## src/rtl/assert_macros.svh

```systemverilog
// Assertion macros shared by the LED fade and blink controller modules.
// Included by each module that checks its own logic; no other dependencies.
`ifndef ASSERT_MACROS_SVH
`define ASSERT_MACROS_SVH
`ifndef SYNTHESIS
// Same-cycle implication, checked out of reset.
`define LFB_ASSERT_IMPLY(label, clk, rst_n, ante, cons, msg) \
    label: assert property (@(posedge clk) disable iff (!rst_n) (ante) |-> (cons)) \
        else $error(msg);
// Next-cycle implication, checked out of reset.
`define LFB_ASSERT_NEXT(label, clk, rst_n, ante, cons, msg) \
    label: assert property (@(posedge clk) disable iff (!rst_n) (ante) |=> (cons)) \
        else $error(msg);
`else
`define LFB_ASSERT_IMPLY(label, clk, rst_n, ante, cons, msg)
`define LFB_ASSERT_NEXT(label, clk, rst_n, ante, cons, msg)
`endif
`endif

```

## src/rtl/lfb_pkg.sv

```systemverilog
// Shared types and constants for the LED fade and blink controller.
// No dependencies; imported by every module of the block.
`timescale 1ns / 1ps
package lfb_pkg;

    localparam int TIME_BITS_DEF = 32;
    localparam int LEVEL_W       = 8;
    localparam int DUR_W         = 32;
    localparam int OPC_W         = 3;
    localparam int CH_NUM        = 3;
    localparam int CH_W          = 2;
    localparam int PROD_W        = LEVEL_W + DUR_W;
    localparam int IN_DATA_W     = CH_NUM * LEVEL_W + DUR_W;
    localparam int OUT_DATA_W    = CH_NUM * LEVEL_W;

    localparam logic [CH_W-1:0] CH_RED   = 2'd0;
    localparam logic [CH_W-1:0] CH_GREEN = 2'd1;
    localparam logic [CH_W-1:0] CH_BLUE  = 2'd2;

    typedef enum logic [OPC_W-1:0] {
        OP_TICK  = 3'd0,
        OP_SET   = 3'd1,
        OP_FADE  = 3'd2,
        OP_BLINK = 3'd3,
        OP_CLEAR = 3'd4
    } opcode_t;

    typedef enum logic [3:0] {
        ST_IDLE,
        ST_DECODE,
        ST_FADE_CHECK,
        ST_MUL,
        ST_DIV_START,
        ST_DIV_WAIT,
        ST_BLINK_START,
        ST_BLINK_WAIT,
        ST_OUT
    } state_t;

    typedef struct packed {
        logic            in_load;
        logic            time_inc;
        logic            colour_set;
        logic            mode_clear;
        logic            fade_arm;
        logic            blink_arm;
        logic            mul_load;
        logic            div_fade_start;
        logic            div_blink_start;
        logic            fade_write;
        logic            blink_apply;
        logic            refresh_we;
        logic            refresh_val;
        logic            out_load;
        logic [CH_W-1:0] chan;
    } cmd_t;

    typedef struct packed {
        opcode_t opcode;
        logic    led_en;
        logic    fade_on;
        logic    blink_on;
        logic    fade_over;
        logic    div_busy;
        logic    out_free;
    } status_t;

endpackage

```

## src/rtl/lfb_divider.sv

```systemverilog
// Restoring divider, one quotient bit per cycle, shared by fade and blink.
// Depends on lfb_pkg for widths.
`timescale 1ns / 1ps
module lfb_divider
    import lfb_pkg::*;
#(
    parameter int TIME_BITS = TIME_BITS_DEF
)
(
    input  logic                             clk,
    input  logic                             rst_n,
    input  logic                             start,
    input  logic [DUR_W-1:0]                 rem_init,
    input  logic [TIME_BITS-1:0]             bits_init,
    input  logic [$clog2(TIME_BITS+1)-1:0]   steps,
    input  logic [DUR_W-1:0]                 divisor,
    output logic                             busy,
    output logic [LEVEL_W-1:0]               quot
);

    localparam int STEP_W = $clog2(TIME_BITS + 1);

    logic [STEP_W-1:0]    count_reg;
    logic [STEP_W-1:0]    count_next;
    logic [DUR_W-1:0]     rem_reg;
    logic [DUR_W-1:0]     rem_next;
    logic [TIME_BITS-1:0] bits_reg;
    logic [TIME_BITS-1:0] bits_next;
    logic [LEVEL_W-1:0]   quot_reg;
    logic [LEVEL_W-1:0]   quot_next;
    logic [DUR_W-1:0]     divisor_reg;
    logic [DUR_W-1:0]     divisor_next;
    logic [DUR_W:0]       shifted;
    logic [DUR_W+1:0]     trial;
    logic                 borrow;

    assign busy    = (count_reg != '0);
    assign quot    = quot_reg;
    assign shifted = {rem_reg, bits_reg[TIME_BITS-1]};
    assign trial   = {1'b0, shifted} - {2'b00, divisor_reg};
    assign borrow  = trial[DUR_W+1];

    always_comb
    begin
        count_next   = count_reg;
        rem_next     = rem_reg;
        bits_next    = bits_reg;
        quot_next    = quot_reg;
        divisor_next = divisor_reg;
        if (start)
        begin
            count_next   = steps;
            rem_next     = rem_init;
            bits_next    = bits_init;
            quot_next    = '0;
            divisor_next = divisor;
        end
        else if (busy)
        begin
            // partial remainder stays below the divisor, so 32 bits hold it
            count_next = count_reg - STEP_W'(1);
            rem_next   = borrow ? shifted[DUR_W-1:0] : trial[DUR_W-1:0];
            bits_next  = {bits_reg[TIME_BITS-2:0], 1'b0};
            quot_next  = {quot_reg[LEVEL_W-2:0], ~borrow};
        end
    end

    always_ff @(posedge clk or negedge rst_n)
    begin
        if (!rst_n)
        begin
            count_reg <= '0;
        end
        else
        begin
            count_reg <= count_next;
        end
    end

    always_ff @(posedge clk)
    begin
        rem_reg     <= rem_next;
        bits_reg    <= bits_next;
        quot_reg    <= quot_next;
        divisor_reg <= divisor_next;
    end

endmodule

```

## src/rtl/lfb_datapath.sv

```systemverilog
// Datapath: LED state, millisecond counter, fade multiplier, output register.
// Depends on lfb_pkg and lfb_divider; driven by lfb_ctrl through cmd_t.
`timescale 1ns / 1ps
`include "assert_macros.svh"
module lfb_datapath
    import lfb_pkg::*;
#(
    parameter int TIME_BITS = TIME_BITS_DEF
)
(
    input  logic                  clk,
    input  logic                  rst_n,
    input  logic                  cfg_we,
    input  logic                  cfg_wdata,
    input  logic [IN_DATA_W-1:0]  s_tdata,
    input  logic [OPC_W-1:0]      s_tuser,
    input  logic                  m_tready,
    output logic                  m_tvalid,
    output logic [OUT_DATA_W-1:0] m_tdata,
    output logic                  m_tuser,
    input  cmd_t                  cmd,
    output status_t               sts
);

    localparam int CMP_W  = (TIME_BITS > DUR_W) ? TIME_BITS : DUR_W;
    localparam int STEP_W = $clog2(TIME_BITS + 1);

    logic                  led_en_reg;
    logic [TIME_BITS-1:0]  time_reg;
    logic [TIME_BITS-1:0]  fade_begin_reg;
    logic [DUR_W-1:0]      fade_len_reg;
    logic [DUR_W-1:0]      blink_per_reg;
    logic [LEVEL_W-1:0]    captured_reg [CH_NUM];
    logic [LEVEL_W-1:0]    shown_reg [CH_NUM];
    logic                  refresh_reg;
    opcode_t               opc_reg;
    logic [LEVEL_W-1:0]    in_level_reg [CH_NUM];
    logic [DUR_W-1:0]      dur_reg;
    logic [DUR_W-1:0]      elapsed_reg;
    logic [PROD_W-1:0]     prod_reg;
    logic                  m_tvalid_reg;
    logic [OUT_DATA_W-1:0] m_tdata_reg;
    logic                  m_tuser_reg;

    logic [TIME_BITS-1:0]  elapsed;
    logic [CMP_W-1:0]      elapsed_ext;
    logic [CMP_W-1:0]      len_ext;
    logic                  div_start;
    logic [DUR_W-1:0]      div_rem_init;
    logic [TIME_BITS-1:0]  div_bits_init;
    logic [STEP_W-1:0]     div_steps;
    logic [DUR_W-1:0]      div_divisor;
    logic                  div_busy;
    logic [LEVEL_W-1:0]    div_quot;

    // elapsed time wraps with the counter
    assign elapsed     = time_reg - fade_begin_reg;
    assign elapsed_ext = CMP_W'(elapsed);
    assign len_ext     = CMP_W'(fade_len_reg);

    // fade: top of the product seeds the remainder, the low byte is shifted in
    assign div_start     = cmd.div_fade_start | cmd.div_blink_start;
    assign div_rem_init  = cmd.div_fade_start ? prod_reg[PROD_W-1:LEVEL_W] : '0;
    assign div_bits_init = cmd.div_fade_start
                         ? (TIME_BITS'(prod_reg[LEVEL_W-1:0]) << (TIME_BITS - LEVEL_W))
                         : time_reg;
    assign div_steps     = cmd.div_fade_start ? STEP_W'(LEVEL_W) : STEP_W'(TIME_BITS);
    assign div_divisor   = cmd.div_fade_start ? fade_len_reg : blink_per_reg;

    lfb_divider #(
        .TIME_BITS (TIME_BITS)
    ) u_divider (
        .clk       (clk),
        .rst_n     (rst_n),
        .start     (div_start),
        .rem_init  (div_rem_init),
        .bits_init (div_bits_init),
        .steps     (div_steps),
        .divisor   (div_divisor),
        .busy      (div_busy),
        .quot      (div_quot)
    );

    always_comb
    begin
        sts.opcode    = opc_reg;
        sts.led_en    = led_en_reg;
        sts.fade_on   = (fade_len_reg != '0);
        sts.blink_on  = (blink_per_reg != '0);
        sts.fade_over = (elapsed_ext > len_ext);
        sts.div_busy  = div_busy;
        sts.out_free  = !m_tvalid_reg || m_tready;
    end

    always_ff @(posedge clk or negedge rst_n)
    begin
        if (!rst_n)
        begin
            led_en_reg     <= 1'b0;
            time_reg       <= '0;
            fade_begin_reg <= '0;
            fade_len_reg   <= '0;
            blink_per_reg  <= '0;
            refresh_reg    <= 1'b0;
            for (int ch = 0; ch < CH_NUM; ch++)
            begin
                captured_reg[ch] <= '0;
                shown_reg[ch]    <= '0;
            end
        end
        else
        begin
            if (cfg_we)
            begin
                led_en_reg <= cfg_wdata;
            end
            if (cmd.time_inc)
            begin
                time_reg <= time_reg + TIME_BITS'(1);
            end
            if (cmd.fade_arm)
            begin
                fade_begin_reg <= time_reg;
                fade_len_reg   <= dur_reg;
            end
            if (cmd.blink_arm)
            begin
                blink_per_reg <= dur_reg;
            end
            if (cmd.mode_clear)
            begin
                fade_len_reg  <= '0;
                blink_per_reg <= '0;
            end
            if (cmd.fade_arm || cmd.blink_arm)
            begin
                for (int ch = 0; ch < CH_NUM; ch++)
                begin
                    captured_reg[ch] <= shown_reg[ch];
                end
            end
            priority if (cmd.colour_set)
            begin
                for (int ch = 0; ch < CH_NUM; ch++)
                begin
                    shown_reg[ch] <= in_level_reg[ch];
                end
            end
            else if (cmd.mode_clear)
            begin
                for (int ch = 0; ch < CH_NUM; ch++)
                begin
                    shown_reg[ch] <= '0;
                end
            end
            else if (cmd.fade_write)
            begin
                shown_reg[cmd.chan] <= captured_reg[cmd.chan] - div_quot;
            end
            else if (cmd.blink_apply)
            begin
                for (int ch = 0; ch < CH_NUM; ch++)
                begin
                    shown_reg[ch] <= div_quot[0] ? '0 : captured_reg[ch];
                end
            end
            if (cmd.refresh_we)
            begin
                refresh_reg <= cmd.refresh_val;
            end
        end
    end

    // transaction capture and fade arithmetic, no reset needed
    always_ff @(posedge clk)
    begin
        if (cmd.in_load)
        begin
            opc_reg <= opcode_t'(s_tuser);
            for (int ch = 0; ch < CH_NUM; ch++)
            begin
                in_level_reg[ch] <= s_tdata[ch*LEVEL_W +: LEVEL_W];
            end
            dur_reg <= s_tdata[CH_NUM*LEVEL_W +: DUR_W];
        end
        elapsed_reg <= elapsed_ext[DUR_W-1:0];
        if (cmd.mul_load)
        begin
            prod_reg <= PROD_W'(captured_reg[cmd.chan]) * PROD_W'(elapsed_reg);
        end
    end

    // output register: holds one result while the next transaction is worked on
    always_ff @(posedge clk or negedge rst_n)
    begin
        if (!rst_n)
        begin
            m_tvalid_reg <= 1'b0;
        end
        else if (cmd.out_load)
        begin
            m_tvalid_reg <= 1'b1;
        end
        else if (m_tready)
        begin
            m_tvalid_reg <= 1'b0;
        end
    end

    always_ff @(posedge clk)
    begin
        if (cmd.out_load)
        begin
            m_tdata_reg <= {shown_reg[CH_BLUE], shown_reg[CH_GREEN], shown_reg[CH_RED]};
            m_tuser_reg <= refresh_reg;
        end
    end

    assign m_tvalid = m_tvalid_reg;
    assign m_tdata  = m_tdata_reg;
    assign m_tuser  = m_tuser_reg;

    `LFB_ASSERT_IMPLY(a_fade_quot_bound, clk, rst_n, cmd.fade_write, div_quot <= captured_reg[cmd.chan], "fade quotient exceeds captured level")
    `LFB_ASSERT_NEXT(a_out_loaded, clk, rst_n, cmd.out_load, m_tvalid_reg, "result not presented after load")

endmodule

```

## src/rtl/lfb_ctrl.sv

```systemverilog
// Controller state machine: decodes each transaction and sequences the datapath.
// Depends on lfb_pkg; talks to lfb_datapath through cmd_t and status_t.
`timescale 1ns / 1ps
`include "assert_macros.svh"
module lfb_ctrl
    import lfb_pkg::*;
(
    input  logic    clk,
    input  logic    rst_n,
    input  logic    s_tvalid,
    output logic    s_tready,
    input  status_t sts,
    output cmd_t    cmd
);

    state_t          state_reg;
    state_t          state_next;
    logic [CH_W-1:0] chan_reg;
    logic [CH_W-1:0] chan_next;

    always_ff @(posedge clk or negedge rst_n)
    begin
        if (!rst_n)
        begin
            state_reg <= ST_IDLE;
            chan_reg  <= CH_RED;
        end
        else
        begin
            state_reg <= state_next;
            chan_reg  <= chan_next;
        end
    end

    always_comb
    begin
        state_next = state_reg;
        chan_next  = chan_reg;
        unique case (state_reg)
            ST_IDLE:
            begin
                if (s_tvalid)
                begin
                    state_next = ST_DECODE;
                end
            end
            ST_DECODE:
            begin
                if (sts.opcode == OP_TICK && sts.led_en && sts.fade_on)
                begin
                    state_next = ST_FADE_CHECK;
                end
                else if (sts.opcode == OP_TICK && sts.led_en && sts.blink_on)
                begin
                    state_next = ST_BLINK_START;
                end
                else
                begin
                    state_next = ST_OUT;
                end
            end
            ST_FADE_CHECK:
            begin
                chan_next  = CH_RED;
                state_next = sts.fade_over ? ST_OUT : ST_MUL;
            end
            ST_MUL:
            begin
                state_next = ST_DIV_START;
            end
            ST_DIV_START:
            begin
                state_next = ST_DIV_WAIT;
            end
            ST_DIV_WAIT:
            begin
                if (!sts.div_busy)
                begin
                    if (chan_reg == CH_BLUE)
                    begin
                        state_next = ST_OUT;
                    end
                    else
                    begin
                        chan_next  = chan_reg + CH_W'(1);
                        state_next = ST_MUL;
                    end
                end
            end
            ST_BLINK_START:
            begin
                state_next = ST_BLINK_WAIT;
            end
            ST_BLINK_WAIT:
            begin
                if (!sts.div_busy)
                begin
                    state_next = ST_OUT;
                end
            end
            ST_OUT:
            begin
                if (sts.out_free)
                begin
                    state_next = ST_IDLE;
                end
            end
            default:
            begin
                state_next = ST_IDLE;
            end
        endcase
    end

    always_comb
    begin
        cmd      = '0;
        cmd.chan = chan_reg;
        s_tready = 1'b0;
        unique case (state_reg)
            ST_IDLE:
            begin
                s_tready    = 1'b1;
                cmd.in_load = s_tvalid;
            end
            ST_DECODE:
            begin
                cmd.refresh_we = 1'b1;
                unique case (sts.opcode)
                    OP_TICK:
                    begin
                        cmd.time_inc = 1'b1;
                    end
                    OP_SET:
                    begin
                        cmd.colour_set  = sts.led_en;
                        cmd.mode_clear  = sts.led_en;
                        cmd.refresh_val = sts.led_en;
                    end
                    OP_FADE:
                    begin
                        cmd.fade_arm = 1'b1;
                    end
                    OP_BLINK:
                    begin
                        cmd.blink_arm = 1'b1;
                    end
                    OP_CLEAR:
                    begin
                        cmd.mode_clear  = 1'b1;
                        cmd.refresh_val = sts.led_en;
                    end
                    default:
                    begin
                        // unused opcodes: drop
                        cmd.refresh_val = 1'b0;
                    end
                endcase
            end
            ST_FADE_CHECK:
            begin
                // past the end of the fade: go dark and stop both modes
                cmd.mode_clear  = sts.fade_over;
                cmd.refresh_we  = sts.fade_over;
                cmd.refresh_val = 1'b1;
            end
            ST_MUL:
            begin
                cmd.mul_load = 1'b1;
            end
            ST_DIV_START:
            begin
                cmd.div_fade_start = 1'b1;
            end
            ST_DIV_WAIT:
            begin
                cmd.fade_write  = !sts.div_busy;
                cmd.refresh_we  = !sts.div_busy && (chan_reg == CH_BLUE);
                cmd.refresh_val = 1'b1;
            end
            ST_BLINK_START:
            begin
                cmd.div_blink_start = 1'b1;
            end
            ST_BLINK_WAIT:
            begin
                cmd.blink_apply = !sts.div_busy;
                cmd.refresh_we  = !sts.div_busy;
                cmd.refresh_val = 1'b1;
            end
            ST_OUT:
            begin
                cmd.out_load = sts.out_free;
            end
            default:
            begin
                cmd.refresh_we = 1'b0;
            end
        endcase
    end

    `LFB_ASSERT_NEXT(a_one_in_flight, clk, rst_n, s_tvalid && s_tready, !s_tready, "second transaction taken while busy")
    `LFB_ASSERT_NEXT(a_div_runs, clk, rst_n, cmd.div_fade_start || cmd.div_blink_start, sts.div_busy, "divider did not start")
    `LFB_ASSERT_IMPLY(a_fade_needs_mode, clk, rst_n, state_reg == ST_FADE_CHECK, sts.fade_on && sts.led_en, "fade evaluated with fade off or LED disabled")

endmodule

```

## src/rtl/led_fade_blink_controller_core.sv

```systemverilog
// Top level of the RGB status LED fade and blink controller.
// Depends on lfb_pkg, lfb_ctrl and lfb_datapath (which holds lfb_divider).
`timescale 1ns / 1ps
// Takes one command transaction at a time and returns exactly one result per
// transaction through an output register, so a waiting result does not block
// acceptance of the next command. Set, fade, blink and clear, unused opcodes and
// ticks with no active fade or blink go from decode straight to the output
// state. A tick that runs past the end of a fade first passes the fade check.
// A tick during a fade, after the fade check, works each colour channel in turn:
// an 8x32 multiply, a divider start and an 8-step shift-subtract division by the
// fade length, then a write of the level back. A tick during a blink uses the
// same bit-serial divider to divide the counter by the blink period and find the
// phase bit. A result still held in the output register while m_tready is low
// stalls the next result. The enable register may be written on any cycle the
// block is idle.
module led_fade_blink_controller_core
    import lfb_pkg::*;
#(
    parameter int TIME_BITS = TIME_BITS_DEF
)
(
    input  logic                  clk,
    input  logic                  rst_n,
    input  logic                  cfg_we,
    input  logic                  cfg_wdata,   // led_enabled
    input  logic                  s_tvalid,
    output logic                  s_tready,
    input  logic [IN_DATA_W-1:0]  s_tdata,     // red_in, green_in, blue_in, duration_ms
    input  logic [OPC_W-1:0]      s_tuser,     // opcode
    output logic                  m_tvalid,
    input  logic                  m_tready,
    output logic [OUT_DATA_W-1:0] m_tdata,     // red_out, green_out, blue_out
    output logic                  m_tuser      // refreshed
);

    cmd_t    cmd;
    status_t sts;

    lfb_ctrl u_ctrl (
        .clk      (clk),
        .rst_n    (rst_n),
        .s_tvalid (s_tvalid),
        .s_tready (s_tready),
        .sts      (sts),
        .cmd      (cmd)
    );

    lfb_datapath #(
        .TIME_BITS (TIME_BITS)
    ) u_datapath (
        .clk       (clk),
        .rst_n     (rst_n),
        .cfg_we    (cfg_we),
        .cfg_wdata (cfg_wdata),
        .s_tdata   (s_tdata),
        .s_tuser   (s_tuser),
        .m_tready  (m_tready),
        .m_tvalid  (m_tvalid),
        .m_tdata   (m_tdata),
        .m_tuser   (m_tuser),
        .cmd       (cmd),
        .sts       (sts)
    );

endmodule

```

## config.mk

```make
export PLATFORM = sky130hd
export DESIGN_NAME = led_fade_blink_controller_core
export DESIGN_NICKNAME = d
export VERILOG_FILES = /design/src/rtl/lfb_pkg.sv /design/src/rtl/lfb_divider.sv /design/src/rtl/lfb_datapath.sv /design/src/rtl/lfb_ctrl.sv /design/src/rtl/led_fade_blink_controller_core.sv
export VERILOG_INCLUDE_DIRS = /design/src /design/src/rtl
export SDC_FILE = /design/constraint.sdc
export NUM_CORES = 1
export LEC_CHECK = 0
export BUFFER_PORTS_ARGS = -buffer_cell sky130_fd_sc_hd__buf_2
export CAP_MARGIN = 20
export CORE_MARGIN = 2
export CORE_UTILIZATION = 60
export DETAILED_ROUTE_END_ITERATION = 10
export GPL_ROUTABILITY_DRIVEN = 0
export GPL_TIMING_DRIVEN = 0
export HOLD_SLACK_MARGIN = 0.05
export PLACE_DENSITY = 0.85
export SYNTH_ARGS = -nofsm -noshare
export SYNTH_HDL_FRONTEND = slang
export SYNTH_SLANG_ARGS = --single-unit
export TNS_END_PERCENT = 30
```

## constraint.sdc

```tcl
create_clock -name clk -period 12.3 [get_ports clk]
set_input_delay 2.46 -clock clk [delete_from_list [all_inputs] [get_ports clk]]
set_output_delay 2.46 -clock clk [all_outputs]
set_load 0.01 [all_outputs]
```

### After elaboration in Yosys (flattened, before gate mapping)

Memories as Yosys holds them, arrays and structs flattened.
Index checks and enable logic that the tools add are counted.

| word-level totals | value |
|---|---|
| register bits | 427 |
| bits in writable memories | 24 |
| input bits | 65 |
| output and inout port bits | 27 |
| logic and storage cells | 145 |
| memories kept | 1 |

Memories:

| name | words | width | rd ports | clocked after memory_dff | write ports | line | source |
|---|---|---|---|---|---|---|---|
| u_datapath.in_level_reg | 3 | 8 | 3 | 0 | 3 | lfb_datapath.sv:37 | `logic [LEVEL_W-1:0] in_level_reg [CH_NUM];` |

| operators by class | value |
|---|---|
| add/sub/neg operators | 6 |
| $mul | 1 |
| order comparisons | 3 |
| equality and inequality tests | 18 |
| mux-type cells | 63 |
| bitwise logic cells | 3 |
| reduce and logical (&&, ||, !) cells | 24 |

Operator list:

| cell | count |
|---|---|
| $mux 32 | 12 |
| $mux 24 | 4 |
| $reduce_bool 32->1 | 2 |
| $mux 8 | 6 |
| $mul 8x32->40 | 1 |
| $pmux 4 s9 | 1 |
| $sub 33x32->34 | 1 |
| $add 32x1->32 const B | 1 |
| $gt 32x32->1 | 1 |
| $mux 4 | 8 |
| $sub 32x32->32 | 1 |
| $bwmux 24 | 1 |
| $mux 6 | 3 |
| $mux 1 | 17 |
| $bmux 8 s2 | 1 |
| $demux 8 s2 | 1 |
| $eq 4x3->1 const B | 4 |
| $reduce_bool 2->1 | 5 |
| $eq 4x2->1 const B | 2 |
| $mux 2 | 4 |
| $ne 2x2->1 const B | 4 |
| $sub 8x8->8 | 1 |
| $eq 3x2->1 const B | 2 |
| $pmux 1 s2 | 3 |
| 26 further kinds | 32 |

### Longest topological paths before layout

| logic depth | value |
|---|---|
| depth in word-level cells | 9 |
| depth in mapped cells | 25 |
| depth with buffers taken out | 23 |

### Modules after synthesis

Synthesis repeated with hierarchy kept, for this count alone.

| unflattened totals | value |
|---|---|
| cells, all modules | 2997 |
| area, all modules | 30952.2 um^2 |

Modules (own cells, without submodules):

| module | times used | cells each | area each (um^2) | sequential area each (um^2) |
|---|---|---|---|---|
| lfb_datapath | 1 | 2355 | 23881.7 | 8843.5 |
| lfb_divider | 1 | 553 | 6411.1 | 3193.1 |
| lfb_ctrl | 1 | 89 | 659.4 | 150.1 |

### Least setup slack after synthesis

Ideal clock, no wire load.

| timing | value |
|---|---|
| kind | register to register |
| start point | register u_ctrl.chan_reg[1] |
| end point | register u_datapath.prod_reg[37] (data pin) |
| library setup time | 269 ps |
| arrival | 5640 ps |
| data required time | 12031 ps |
| setup slack | 6392 ps |
| cell stages (with the launch flop) | 23 |
| path buffers | 2 |
| clock period less this slack | 5908 ps |
| cell sequence | dfrtp_1 buf_1 mux2i_1 o21ai_0 clkbuf_1 nand2_1 fa_1 fa_1 inv_1 fa_1 inv_1 fa_1 inv_1 ha_1 o21a_1 o31a_1 o31ai_1 a211oi_1 nor3_1 o311ai_1 nand2_1 o31ai_1 xor2_1 |

| between the ends | value |
|---|---|
| word-level cells in the longest chain between the ends | 5 |

RTL lines:

| what | line | source |
|---|---|---|
| start: declaration | lfb_ctrl.sv:18 | `logic [CH_W-1:0] chan_reg;` |
| start signal: assignment | lfb_ctrl.sv:31 | `chan_reg <= chan_next;` |
| $not 2->3 (implied by the code) | lfb_datapath.sv:189 | `prod_reg <= PROD_W'(captured_reg[cmd.chan]) * PROD_W'(elapsed_reg);` |
| $bmux 8 s2 | lfb_datapath.sv:189 |  |
| $mux 8 (implied by the code) (2 in a row) | lfb_datapath.sv:189 |  |
| $mul 8x32->40 | lfb_datapath.sv:189 |  |
| end signal: assignment | lfb_datapath.sv:189 |  |
| end: declaration | lfb_datapath.sv:40 | `logic [PROD_W-1:0] prod_reg;` |

No other way between the ends. The select of a mux whose other input is x is not followed.
A chain may end at the register's enable or synchronous reset.

### Worst setup path after layout

| timing | value |
|---|---|
| start point | register u_ctrl.chan_reg[1] |
| end point | register u_datapath.prod_reg[36] (data pin) |

Same word-level chain as after synthesis.

==> metrics.csv <==
stage,metric,value,unit
grt,global_route_wire_length_before_repair,127000,um
floorplanning,die_y,228,um
clock_network,clock_tree.root_cell,clkbuf_16,
yosys,synth-seq-cells,451,
yosys,synth_top_cells_by_area,"edfxtp_1, dfrtp_1, fa_1, ha_1, nand2_1",
drt,detail_route.iter0.violations,2624,
clock_network,cts_max_level,2,
clock_network,numCtsBuffers,46,
layout,nets,3620,
pwr,power.switching_fraction,41.9,%
pwr,vdd.ir_drop.worst,0.180,mV
layout,finish.utilization,66.4,%
grt,grt_pass1_vias,23800,
sta,tightest_slew,1.29,ns
sta,slew_violations,0,
pwr,clock_power_share,20.1,%
setup_path,setup.worst_path.class,reg2reg,
pwr,cellPowerDensity,212,nW/um^2
sta,minimum_period_implied_by_the_final_worst_setup_slack,8.40,ns
grt,grt_antenna_before_repair,1,
worst_hold_path,min_delay_path_depth,2,
pwr,power.internal,4090,uW
yosys,ys.flop_type,edfxtp_1,
pwr,share_comb_of_total_power,44.3,%
drt,detail_route.drc_violations,0,
grt,gr-usage-all-layers,30.9,%
drt,wire_length_reported_by_the_detailed_router,81300,um
pwr,power.share.sequential,35.6,%
clock_network,cts_repair_resize_count,0,
yosys,synth.yosys.warnings,0,
clock_network,clock_tree_from_tritoncts,done,
yosys,synth_area,30200,um^2
placed_design,hpwlAfterDp,61500,um
grt,overflow,0,
placed_design,post_dp_cell_area,31700,um^2
yosys,post_syn_instances,3059,
clock_network,cts.sink_count,451,
clock_network,cts.hold.buffers_added,0,
sta,fin_setup_tns,0,ns
sta,max_freq,119,MHz
yosys,synth-edff-count,220,
worst_hold_path,hold_path_end,u_datapath.shown_reg[22],
layout,areaGrowthSynthToFinish,9.78,%
drt,route.vias.total,23900,
worst_hold_path,hold_path.startpoint,u_datapath.in_level_reg[0][6],
setup_path,critical_path_peak_fanout,10,
yosys,synth_xor_area_share,3.65,%
layout,largest_reg_flops,40,
drt,drt-vias-per-instance,6.11,
yosys,largest_family_of_logic_cells_by_synthesized_area,adder cells,
yosys,synth_compound_area_share,12.4,%
yosys,yosys.area_share.adder,19.0,%
clock_network,clock_transition_at_the_registers_of_the_reported_paths,0.06,ns
sta,final_min_period_over_clock_period,68.3,%
setup_path,start_kind,register,
yosys,mappedNetlistNets,3474,
layout,layout-drive-gt1-share,8.33,%
yosys,synth_simple_gate_area_share,15.4,%
layout,antennaDiodeCount,0,
setup_path,r2r_slack,3.90,ns
yosys,synth_top_area_share,21.9,%
sta,normalized_max_slew_margin,14.1,%
sta,grt_setup_unrepaired,false,
placed_design,port_buffers,91,
worst_hold_path,worstHoldPathType,reg2reg,
placed_design,place.detailed.instances,3829,
sta,hold_violations,0,
layout,stdcell_count,3915,
yosys,synthDominantAreaCellType,edfxtp_1,
yosys,ys_async_sr_fraction,42.4,%
yosys,mean_instance_size_in_the_synthesized_netlist,9.88,um^2
drt,antenna_left,0,
floorplanning,pin_count,92,
pwr,total_switching_power,2950,uW
drt,wl_per_cell,20.8,um
floorplanning,fp.coreArea,50000,um^2
grt,pin_count_of_the_biggest_net_entering_global_routing,113,
floorplanning,initial_utilization,60.5,%
floorplanning,num_rows,82,
drt,detailedRoute.firstPassIterationCount,6,
setup_path,regToRegStartpoint,u_ctrl.chan_reg[1],
run,drv.max_cap_violation_count,0,
setup_path,crit-reg2reg-capture,u_datapath.prod_reg[36],
clock_network,clkLatencyLatePin,0.59,ns
clock_network,cts.repair_timing.setup_buffer_count,0,
floorplanning,design.die.area,52200,um^2
setup_path,reg2reg_depth,22,
clock_network,clk_path_buf_depth,3,
setup_path,endpoint_type_of_the_worst_setup_path,register,
yosys,synth.area.mux_share,3.27,%
pwr,leakage,0.0151,uW
sta,final-setup-viol-count,0,
yosys,synth-seq-area-share,40.3,%
setup_path,worst-endpoint-required,12.68,ns
layout,postLayoutCellArea,33200,um^2
floorplanning,die_w,228,um
setup_path,worst_ep_arrival_time,8.78,ns
yosys,synth_cell_type_count,87,
run_status,outcome,"finished, final reports clean",
sta,clock-skew-final,0.0313,ns
[layer usage]
metal  global-route usage (%)  routed length, um  vias to the layer above
li1                         -                  -                    10700
met3                     4.84               6460                      331
met4                     18.5               5420                        2
met1                     39.3              31300                    11600
met5                        0                 13                        -
met2                     50.4              38100                     1271
[synthesized netlist by cell type (all sizes together) (30+ instances only)]
cell type,n
nand2,438
inv,354
a21oi,222
edfxtp,220
and2,191
dfrtp,191
fa,183
ha,167
o21ai,133
nor2,111
clkbuf,106
xnor2,87
nand3,68
a21o,64
mux2,61
dfxtp,40
xor2,39
nand4,35
mux2i,30
[final cells by class]
type	count	area (um^2)
well taps	672	841
multi-input cells	2129	16200
fillers	3644	16800
flip-flops and latches	451	12200
inverters	355	1330
repair buffers	98	593
clock buffers	64	1290
plain buffers	124	482
clock inverters	22	221
[how the worst max path moves through the flow]
stage	endpoint	slack, ns	cells past startpoint	startpoint
final	u_datapath.prod_reg[36]	3.90	22	u_ctrl.chan_reg[1]
after floorplan	u_datapath.prod_reg[37]	6.39	22	u_ctrl.chan_reg[1]
after global routing	u_datapath.prod_reg[36]	3.58	22	u_ctrl.chan_reg[1]
after CTS	u_datapath.prod_reg[36]	4.14	22	u_ctrl.chan_reg[1]
after global placement	u_datapath.prod_reg[39]	3.92	22	u_ctrl.chan_reg[1]
after detailed placement	u_datapath.prod_reg[39]	4.23	22	u_ctrl.chan_reg[1]
[layout by cell type (no fill, tap or decap), types with 16 or more instances in the layout]
master / n
clkbuf_1: 118
a21o_1: 64
mux2i_1: 30
nand2_1: 437
buf_2: 101
inv_1: 352
a21oi_1: 222
and3_1: 20
a32oi_1: 21
clkbuf_16: 47
nor4_1: 22
o31ai_1: 16
dfrtp_1: 191
fa_1: 183
nand4_1: 35
edfxtp_1: 220
nor2_1: 110
dfxtp_1: 40
ha_1: 167
and2_1: 190
nand3_1: 67
mux2_2: 61
nand2b_1: 22
xor2_1: 39
o21ai_0: 98
xnor2_1: 87
nor3_1: 23
o21ai_1: 35
[per-stage QoR]
step                      hold WS, ns  setup WS [ns]  total power [uW]
after floorplan                 0.421           6.39              4510
after global placement          0.443           3.92              5400
after detailed placement        0.453           4.23              5510
after CTS                       0.466           4.14              6950
after global routing            0.489           3.58              7420
final                           0.465           3.90              7040
[worst max-delay path: stages, from the launching register on]
cell	delay, ns
dfrtp_1	0.40
buf_1	0.52
mux2i_1	0.17
o21ai_1	0.88
clkbuf_1	0.63
nand2_1	0.19
fa_1	0.53
fa_1	0.56
inv_1	0.06
fa_1	0.55
inv_1	0.07
fa_1	0.53
inv_1	0.04
ha_1	0.34
nand3_1	0.12
o221ai_1	0.15
a221oi_1	1.10
nor3_1	0.27
o21bai_1	0.27
nand3_1	0.19
a31oi_1	0.22
o21bai_1	0.09
xor2_1	0.29
[cell families (layout without fill, tap and decap cells)]
logic type      count (synthesis)  in the layout
fa+ha+maj                     350            350
simple gates                  970            970
mux                            91             91
compound gates                592            592
flops                         451            451
buf+inv                       479            663
xor+xnor                      126            126
[power by group through the flow]
stage,combinational (uW),clock (uW),sequential [uW]
floorplan,2160,0,2350
global placement,2890,0,2510
detailed placement,3000,0,2500
CTS,3050,1420,2480
global route,3410,1480,2530
finish,3120,1410,2510
Power figures use the tool's default switching activity.
